<file path="config.mk">
export PLATFORM = sky130hd
export DESIGN_NAME = delayed_release_queue
export DESIGN_NICKNAME = d
export VERILOG_FILES = /design/src/drq_pkg.sv /design/src/drq_front.sv /design/src/drq_back.sv /design/src/delayed_release_queue.sv
export SDC_FILE = /design/constraint.sdc
export NUM_CORES = 2
export LEC_CHECK = 0
export BUFFER_PORTS_ARGS = -buffer_cell sky130_fd_sc_hd__buf_2
export CAP_MARGIN = 0
export CORE_MARGIN = 2
export CORE_UTILIZATION = 63
export CTS_CLUSTER_SIZE = 14
export DETAILED_ROUTE_END_ITERATION = 16
export PLACE_DENSITY = 0.86
export SETUP_SLACK_MARGIN = 0.5
export SYNTH_ARGS = -nofsm -noshare
export SYNTH_HDL_FRONTEND = slang
export SYNTH_HIERARCHICAL = 1
export SYNTH_SLANG_ARGS = --single-unit
</file>
<file path="constraint.sdc">
create_clock -name clk_i -period 7.4 [get_ports clk_i]
set_input_delay 0.37 -clock clk_i [delete_from_list [all_inputs] [get_ports clk_i]]
set_output_delay 0.37 -clock clk_i [all_outputs]
set_load 0.02 [all_outputs]
</file>
<file path="src/drq_pkg.sv">
// ----------------------------------------------------------------------------
// drq_pkg
// Shared types and codes of the delayed release queue.
// ----------------------------------------------------------------------------
package drq_pkg;

  localparam int unsigned PAY_W   = 32;
  localparam int unsigned DELAY_W = 16;
  localparam int unsigned TAG_W   = 32;
  localparam int unsigned OP_W    = 2;
  localparam int unsigned STAT_W  = 3;

  localparam logic [OP_W-1:0] OP_PUT  = 2'd0;
  localparam logic [OP_W-1:0] OP_POLL = 2'd1;
  localparam logic [OP_W-1:0] OP_TICK = 2'd2;

  localparam logic [STAT_W-1:0] STAT_ACCEPTED  = 3'd0;
  localparam logic [STAT_W-1:0] STAT_FULL      = 3'd1;
  localparam logic [STAT_W-1:0] STAT_EMPTY     = 3'd2;
  localparam logic [STAT_W-1:0] STAT_NOT_READY = 3'd3;
  localparam logic [STAT_W-1:0] STAT_DELIVERED = 3'd4;
  localparam logic [STAT_W-1:0] STAT_TICKED    = 3'd5;

  typedef enum logic [1:0] {
    CLS_PUT,
    CLS_POLL,
    CLS_TICK,
    CLS_BAD
  } cls_e;

  typedef struct packed {
    cls_e               cls;
    logic [PAY_W-1:0]   payload;
    logic [DELAY_W-1:0] delay;
  } item_t;

endpackage

</file>
<file path="src/drq_front.sv">
// ----------------------------------------------------------------------------
// drq_front
// Accepts input transactions, classifies the operation and queues them.
// ----------------------------------------------------------------------------
module drq_front import drq_pkg::*; (
  input  logic               clk_i,
  input  logic               rst_ni,
  input  logic               in_valid_i,
  output logic               in_stall_o,
  input  logic [OP_W-1:0]    operation_i,
  input  logic [PAY_W-1:0]   payload_i,
  input  logic [DELAY_W-1:0] delay_ticks_i,
  input  logic               pop_i,
  output logic               vld_o,
  output item_t              item_o
);

  item_t      buf_q [2];
  logic       wr_q, rd_q;
  logic [1:0] cnt_q;
  logic       push;
  item_t      cls_item;

  always_comb begin
    cls_item.payload = payload_i;
    cls_item.delay   = delay_ticks_i;
    unique case (operation_i)
      OP_PUT:  cls_item.cls = CLS_PUT;
      OP_POLL: cls_item.cls = CLS_POLL;
      OP_TICK: cls_item.cls = CLS_TICK;
      default: cls_item.cls = CLS_BAD;
    endcase
  end

  assign in_stall_o = (cnt_q == 2'd2);
  assign push       = in_valid_i && !in_stall_o;
  assign vld_o      = (cnt_q != 2'd0);
  assign item_o     = buf_q[rd_q];

  always_ff @(posedge clk_i) begin
    if (push) buf_q[wr_q] <= cls_item;
  end

  always_ff @(posedge clk_i or negedge rst_ni) begin
    if (!rst_ni) begin
      wr_q  <= 1'b0;
      rd_q  <= 1'b0;
      cnt_q <= 2'd0;
    end else begin
      if (push) wr_q <= ~wr_q;
      if (pop_i) rd_q <= ~rd_q;
      cnt_q <= cnt_q + {1'b0, push} - {1'b0, pop_i};
    end
  end

endmodule

</file>
<file path="src/drq_back.sv">
// ----------------------------------------------------------------------------
// drq_back
// Carries out queued operations on the entry store and drives the result.
// ----------------------------------------------------------------------------
module drq_back import drq_pkg::*; #(
  parameter int unsigned CAPACITY   = 16,
  parameter int unsigned TIME_WIDTH = 32,
  localparam int unsigned IDX_W = (CAPACITY > 1) ? $clog2(CAPACITY) : 1,
  localparam int unsigned OCC_W = $clog2(CAPACITY + 1)
) (
  input  logic              clk_i,
  input  logic              rst_ni,
  input  logic              vld_i,
  input  item_t             item_i,
  output logic              pop_o,
  output logic              out_valid_o,
  input  logic              out_stall_i,
  output logic [STAT_W-1:0] status_o,
  output logic [PAY_W-1:0]  payload_out_o,
  output logic [OCC_W-1:0]  occ_o
);

  localparam logic [TIME_WIDTH-1:0] HALF = {1'b1, {(TIME_WIDTH-1){1'b0}}};
  localparam logic [OCC_W-1:0]      CAP  = OCC_W'(CAPACITY);

  typedef enum logic [2:0] {
    S_IDLE, S_READ, S_CMP, S_DUE, S_LRD, S_LWR
  } state_e;

  logic [TIME_WIDTH-1:0] rel_mem [CAPACITY];
  logic [PAY_W-1:0]      pay_mem [CAPACITY];
  logic [TAG_W-1:0]      tag_mem [CAPACITY];

  state_e                state_q;
  logic [IDX_W-1:0]      idx_q, best_idx_q;
  logic [OCC_W-1:0]      occ_q;
  logic [TIME_WIDTH-1:0] now_q, best_key_q, rd_rel_q;
  logic [TAG_W-1:0]      tag_q, best_age_q, rd_tag_q;
  logic [PAY_W-1:0]      best_pay_q, rd_pay_q, pay_q;
  logic [STAT_W-1:0]     stat_q;
  logic                  ovld_q;

  logic                  we;
  logic [IDX_W-1:0]      waddr, raddr;
  logic [TIME_WIDTH-1:0] wrel, key, lag;
  logic [PAY_W-1:0]      wpay;
  logic [TAG_W-1:0]      wtag, age;
  logic [OCC_W-1:0]      last;
  logic                  better, due;

  assign pop_o = (state_q == S_IDLE) && vld_i && !ovld_q;
  assign last  = occ_q - OCC_W'(1);
  assign raddr = (state_q == S_LRD) ? last[IDX_W-1:0] : idx_q;
  assign key   = (rd_rel_q - now_q) ^ HALF;
  assign age   = tag_q - rd_tag_q;
  assign better = (idx_q == '0) || (key < best_key_q) ||
                  ((key == best_key_q) && (age > best_age_q));
  assign lag   = best_key_q ^ HALF;
  assign due   = (lag == '0) || lag[TIME_WIDTH-1];

  always_comb begin
    we    = 1'b0;
    waddr = occ_q[IDX_W-1:0];
    wrel  = now_q + TIME_WIDTH'(item_i.delay);
    wpay  = item_i.payload;
    wtag  = tag_q;
    if (pop_o && item_i.cls == CLS_PUT && occ_q != CAP) begin
      we = 1'b1;
    end else if (state_q == S_LWR) begin
      we    = 1'b1;
      waddr = best_idx_q;
      wrel  = rd_rel_q;
      wpay  = rd_pay_q;
      wtag  = rd_tag_q;
    end
  end

  always_ff @(posedge clk_i) begin
    if (we) begin
      rel_mem[waddr] <= wrel;
      pay_mem[waddr] <= wpay;
      tag_mem[waddr] <= wtag;
    end
    rd_rel_q <= rel_mem[raddr];
    rd_pay_q <= pay_mem[raddr];
    rd_tag_q <= tag_mem[raddr];
  end

  always_ff @(posedge clk_i or negedge rst_ni) begin
    if (!rst_ni) begin
      state_q    <= S_IDLE;
      idx_q      <= '0;
      best_idx_q <= '0;
      occ_q      <= '0;
      now_q      <= '0;
      tag_q      <= '0;
      best_key_q <= '0;
      best_age_q <= '0;
      best_pay_q <= '0;
      ovld_q     <= 1'b0;
      stat_q     <= STAT_ACCEPTED;
      pay_q      <= '0;
    end else begin
      if (ovld_q && !out_stall_i) ovld_q <= 1'b0;
      unique case (state_q)
        S_IDLE: begin
          if (pop_o) begin
            pay_q <= '0;
            unique case (item_i.cls)
              CLS_PUT: begin
                ovld_q <= 1'b1;
                if (occ_q == CAP) begin
                  stat_q <= STAT_FULL;
                end else begin
                  stat_q <= STAT_ACCEPTED;
                  occ_q  <= occ_q + OCC_W'(1);
                  tag_q  <= tag_q + TAG_W'(1);
                end
              end
              CLS_POLL: begin
                if (occ_q == '0) begin
                  ovld_q <= 1'b1;
                  stat_q <= STAT_EMPTY;
                end else begin
                  idx_q   <= '0;
                  state_q <= S_READ;
                end
              end
              CLS_TICK: begin
                ovld_q <= 1'b1;
                stat_q <= STAT_TICKED;
                now_q  <= now_q + TIME_WIDTH'(1);
              end
              default: begin
                ovld_q <= 1'b1;
                stat_q <= STAT_NOT_READY;
              end
            endcase
          end
        end
        S_READ: state_q <= S_CMP;
        S_CMP: begin
          if (better) begin
            best_idx_q <= idx_q;
            best_key_q <= key;
            best_age_q <= age;
            best_pay_q <= rd_pay_q;
          end
          if (OCC_W'(idx_q) + OCC_W'(1) == occ_q) begin
            state_q <= S_DUE;
          end else begin
            idx_q   <= idx_q + IDX_W'(1);
            state_q <= S_READ;
          end
        end
        S_DUE: begin
          ovld_q <= 1'b1;
          if (due) begin
            stat_q  <= STAT_DELIVERED;
            pay_q   <= best_pay_q;
            state_q <= S_LRD;
          end else begin
            stat_q  <= STAT_NOT_READY;
            state_q <= S_IDLE;
          end
        end
        S_LRD: state_q <= S_LWR;
        S_LWR: begin
          occ_q   <= last;
          state_q <= S_IDLE;
        end
        default: state_q <= S_IDLE;
      endcase
    end
  end

  assign out_valid_o   = ovld_q;
  assign status_o      = stat_q;
  assign payload_out_o = pay_q;
  assign occ_o         = occ_q;

endmodule

</file>
<file path="src/delayed_release_queue.sv">
// ----------------------------------------------------------------------------
// delayed_release_queue
// Delay queue: put with release time, poll for the earliest due entry, tick.
// ----------------------------------------------------------------------------
// A two-entry input queue takes transactions while the executing side works.
// Put, tick and undefined operations are done in the idle state of the execution unit;
// a poll scans the stored entries one at a time through the single memory
// read port, each entry passing through a read state and a compare state.
// A new transaction is started only once the previous result has left the
// output register.
module delayed_release_queue import drq_pkg::*; #(
  parameter int unsigned CAPACITY   = 16,
  parameter int unsigned TIME_WIDTH = 32
) (
  input  logic               clk_i,
  input  logic               rst_ni,
  input  logic               in_valid_i,
  output logic               in_stall_o,
  input  logic [OP_W-1:0]    operation_i,
  input  logic [PAY_W-1:0]   payload_i,
  input  logic [DELAY_W-1:0] delay_ticks_i,
  output logic               out_valid_o,
  input  logic               out_stall_i,
  output logic [STAT_W-1:0]  status_o,
  output logic [PAY_W-1:0]   payload_out_o
);

  localparam int unsigned OCC_W = $clog2(CAPACITY + 1);

  logic             q_pop;
  logic             q_vld;
  item_t            item;
  logic [OCC_W-1:0] occ;

  drq_front u_front (
    .clk_i, .rst_ni, .in_valid_i, .in_stall_o, .operation_i, .payload_i,
    .delay_ticks_i, .pop_i(q_pop), .vld_o(q_vld), .item_o(item)
  );

  drq_back #(.CAPACITY(CAPACITY), .TIME_WIDTH(TIME_WIDTH)) u_back (
    .clk_i, .rst_ni, .vld_i(q_vld), .item_i(item), .pop_o(q_pop),
    .out_valid_o, .out_stall_i, .status_o, .payload_out_o, .occ_o(occ)
  );

  a_occ_bound: assert property (@(posedge clk_i) disable iff (!rst_ni)
    occ <= OCC_W'(CAPACITY)) else $error("occupancy above capacity");

  a_pay_zero: assert property (@(posedge clk_i) disable iff (!rst_ni)
    out_valid_o && status_o != STAT_DELIVERED |-> payload_out_o == '0)
    else $error("payload on non-delivered result");

  a_status: assert property (@(posedge clk_i) disable iff (!rst_ni)
    out_valid_o |-> status_o <= STAT_TICKED) else $error("bad status code");

  a_pop: assert property (@(posedge clk_i) disable iff (!rst_ni)
    q_pop |-> q_vld && !out_valid_o) else $error("pop without item");

endmodule

</file>
==> summary.txt <==
Outcome: completed
Post-synthesis sequential area ratio: 0.7055
Die width: 360.4 um
I/O pin count: 91
Post_cts resized: 0
Port Buffers: 90
CP arrival: 6.86 ns
Initial antenna violation count: 2
Layout Skew: 0.04003 ns
Yosys cell types: 82
Detail Route Antenna Nets: 0
Drt initial violations: 6231
Max Slew Vio Count: 0
Post-synth EDFFs: 1636
Clock Path Buffers: 3
CP startpoint kind: flop
Dpl cell area: 82830 sq um
Synth Cell Area: 80020 sq um
DRC viols: 0
Worst Tran Pin Value: 1.242 ns
Via count: 45900
Primary FF master, synth: edfxtp_1
GRT Total Usage: 0.3175
Commonest cells post-synth: 1636 x edfxtp_1, 384 x mux4_2, 272 x nand2_1
Leakage: 0.03149 uW
Fin Setup TNS: 0 ns
RSZ-0062 raised after global routing: false
Setup crit end kind: flop
Multi-input logic area: 22180 sq um
H-tree depth: 4
Drt pass-1 iters: 8
Setup violations, final: 0
Asr flop ratio synth: 0.1109
Slew HR: 0.1699
Area Overhead vs Synth: 11.34%
Worst-Skew Late Latency: 0.82 ns
First-pass GRT wire length: 303300 um
Total wire length: 205600 um
Fin. Hold Viols: 0
DIE HEIGHT: 360.4 um
Syn avg cell area: 17.54 sq um
Max Freq: 161.4 MHz
CP max stage delay: 0.76 ns
Synth area leader: edfxtp_1
Clk root buf: clkbuf_16
Core Box Area: 125900 sq um
Mapped Nets: 4770
Req. time, crit path: 8.07 ns
Area contributors post-synth: edfxtp_1 61%, mux4_2 11%, dfrtp_1 6.8%, dfxtp_1 2.4%, ha_1 2.4%
Tcrit/Tclk final: 0.8372
Clk sink count: 1948
Setup ws final: 1.204 ns
Most common cell in the synthesized netlist: edfxtp_1
Number of nets in the layout: 4999
Initial core utilization: 0.6356
Fill cell count: 7044
HP Class: in2async
Hold slack: 0.1439 ns
Vias in the first global route: 47260
GP Congestion: 0.9020
Total Power: 35900 uW
Core Rows: 130
PwrDens: 403.0 nW/um^2
Crit path time final: 6.196 ns
Crit Path Class: reg2reg
Fin area: 89090 sq um
Slowest cell on the critical path: buf_4
Diode count: 0
Yosys warns: 6
Share of cells above drive strength 1: 0.2080
FF/Latch Area: 56460 sq um
Synth Instances: 4562
Clock-pin slew on the worst setup and hold paths: 0.06 ns
Largest net degree at the start of global routing: 157
Seq cells post-synth: 1948
Worst Path Max Fanout: 67
Yosys top cell area share: 0.6140
Per-cell routed wire length: 31.16 um
Die area: 129900 sq um
CTS tree: done
Max-Cap Viols: 0
CTS buffer count: 180
Via density: 6.957
Critical path, cell by cell: inv_1, ha_1, nor2b_1, o31a_1, o21ai_1, o21ai_1, a31oi_1, o21ai_0, a21o_1, xor2_1, ha_1, nand4_1, or3_1, nor4_1, a21oi_1, a22oi_2, buf_4, mux2_2
Post-Place Setup Slack: 1.401 ns
VDD IR max: 478.3 uV
Hpwl dp: 99310 um
GRT overflow: 0
[sequential cells by signal, summed over array words and instances (netlist names), 3 cells and up]
register,count
u_back/state_q,3
u_back/now_q,32
u_back/best_key_q,32
u_back/occ_o,5
u_back/rd_rel_q,32
u_back/rel_mem,512
u_back/idx_q,4
u_back/best_idx_q,4
u_back/pay_mem,512
u_back/best_pay_q,32
u_back/status_o,3
u_back/rd_pay_q,32
u_back/rd_tag_q,32
u_back/tag_mem,512
u_front/buf_q,100
u_back/best_age_q,32
u_back/tag_q,32
u_back/payload_out_o,32
[cell type report]
| class | instances | area share |
|---|---|---|
| clock inverters | 70 | 0.006699 |
| multi-input cells | 2257 | 0.2490 |
| flip-flops and latches | 1948 | 0.6337 |
| well taps | 1650 | 0.02317 |
| inverters | 154 | 0.006489 |
| repair buffers | 250 | 0.02337 |
| clock buffers | 269 | 0.05753 |
[report_power, final]
part / leakage (uW) / internal, uW / switching, uW
registers: 0.0183 / 14100 / 772
clock network: 0.00277 / 5050 / 4070
logic: 0.0104 / 4920 / 7020
[path summary, 6_finish.rpt]
kind	from	endpoint	slack, ns	cells after the start
min in group clk_i	delay_ticks_i[7]	u_front/buf_q[1][7]	0.28	2
worst max-delay path	u_back/now_q[1]	u_back/best_pay_q[30]	1.20	18
worst min register to register	u_back/rd_pay_q[20]	u_back/best_pay_q[20]	0.49	1
max in group asynchronous	rst_ni	u_back/best_pay_q[20]	5.84	3
worst min-delay path	rst_ni	u_back/now_q[14]	0.14	2
worst max register to register	u_back/now_q[1]	u_back/best_pay_q[30]	1.20	18
[routing by layer]
metal	wire, um	global-route usage	up-vias
met5	0	0	-
met4	10430	0.1569	0
met3	22730	0.06889	724
met2	101500	0.5162	3515
met1	70950	0.4111	23360
li1	-	-	18310
[what timing repair did]
item                      CTS  global route
hold buffers               53             0
hold endpoints to repair  172             0
setup buffers               0             0
[logic make-up after synthesis]
| family | count (synthesis) | share of synthesized area |
|---|---|---|
| and+or+nand+nor | 765 | 0.04635 |
| buffers and inverters | 357 | 0.01994 |
| adders and majority gates | 154 | 0.02436 |
| muxes | 620 | 0.1421 |
| xor gates and xnor gates | 162 | 0.01773 |
| DFF | 1948 | 0.7055 |
| AOI/OAI and AO/OA | 556 | 0.04400 |
[through the flow]
stage	util	std cells
2_1_floorplan	-	4562
3_3_place_gp	0.6580	6206
3_5_place_dp	0.6580	6206
4_1_cts	0.7076	6598
5_1_grt	0.7076	6598
6_report	0.7076	6598
[layout by cell type (no fill, tap or decap), types with 38 or more instances in the layout]
master and count:
clkbuf_16 185, ha_1 151, dfrtp_1 215, inv_1 153, nand3_1 111, a21oi_1 201
a21o_1 49, o21ai_0 90, dfxtp_1 96, mux2_4 49, xor2_1 38, edfxtp_1 1636
nor2b_1 116, clkbuf_1 66, a211oi_1 104, nor2_1 99, buf_4 84, dlygate4sd3_1 53
xnor2_1 124, mux2i_1 97, mux4_2 384, buf_2 89, mux2_2 89, nand2_1 270
[critical path: cells and delay by family, from the launching register on]
family | cells | cell delay (ns)
muxes | 1 | 0.43
adders and majority gates | 2 | 0.57
and+or+nand+nor | 4 | 1.33
AOI/OAI and AO/OA | 8 | 2.16
xor gates and xnor gates | 1 | 0.16
DFF | 1 | 0.41
buffers and inverters | 2 | 0.94
(Power assumes the default switching activity.)
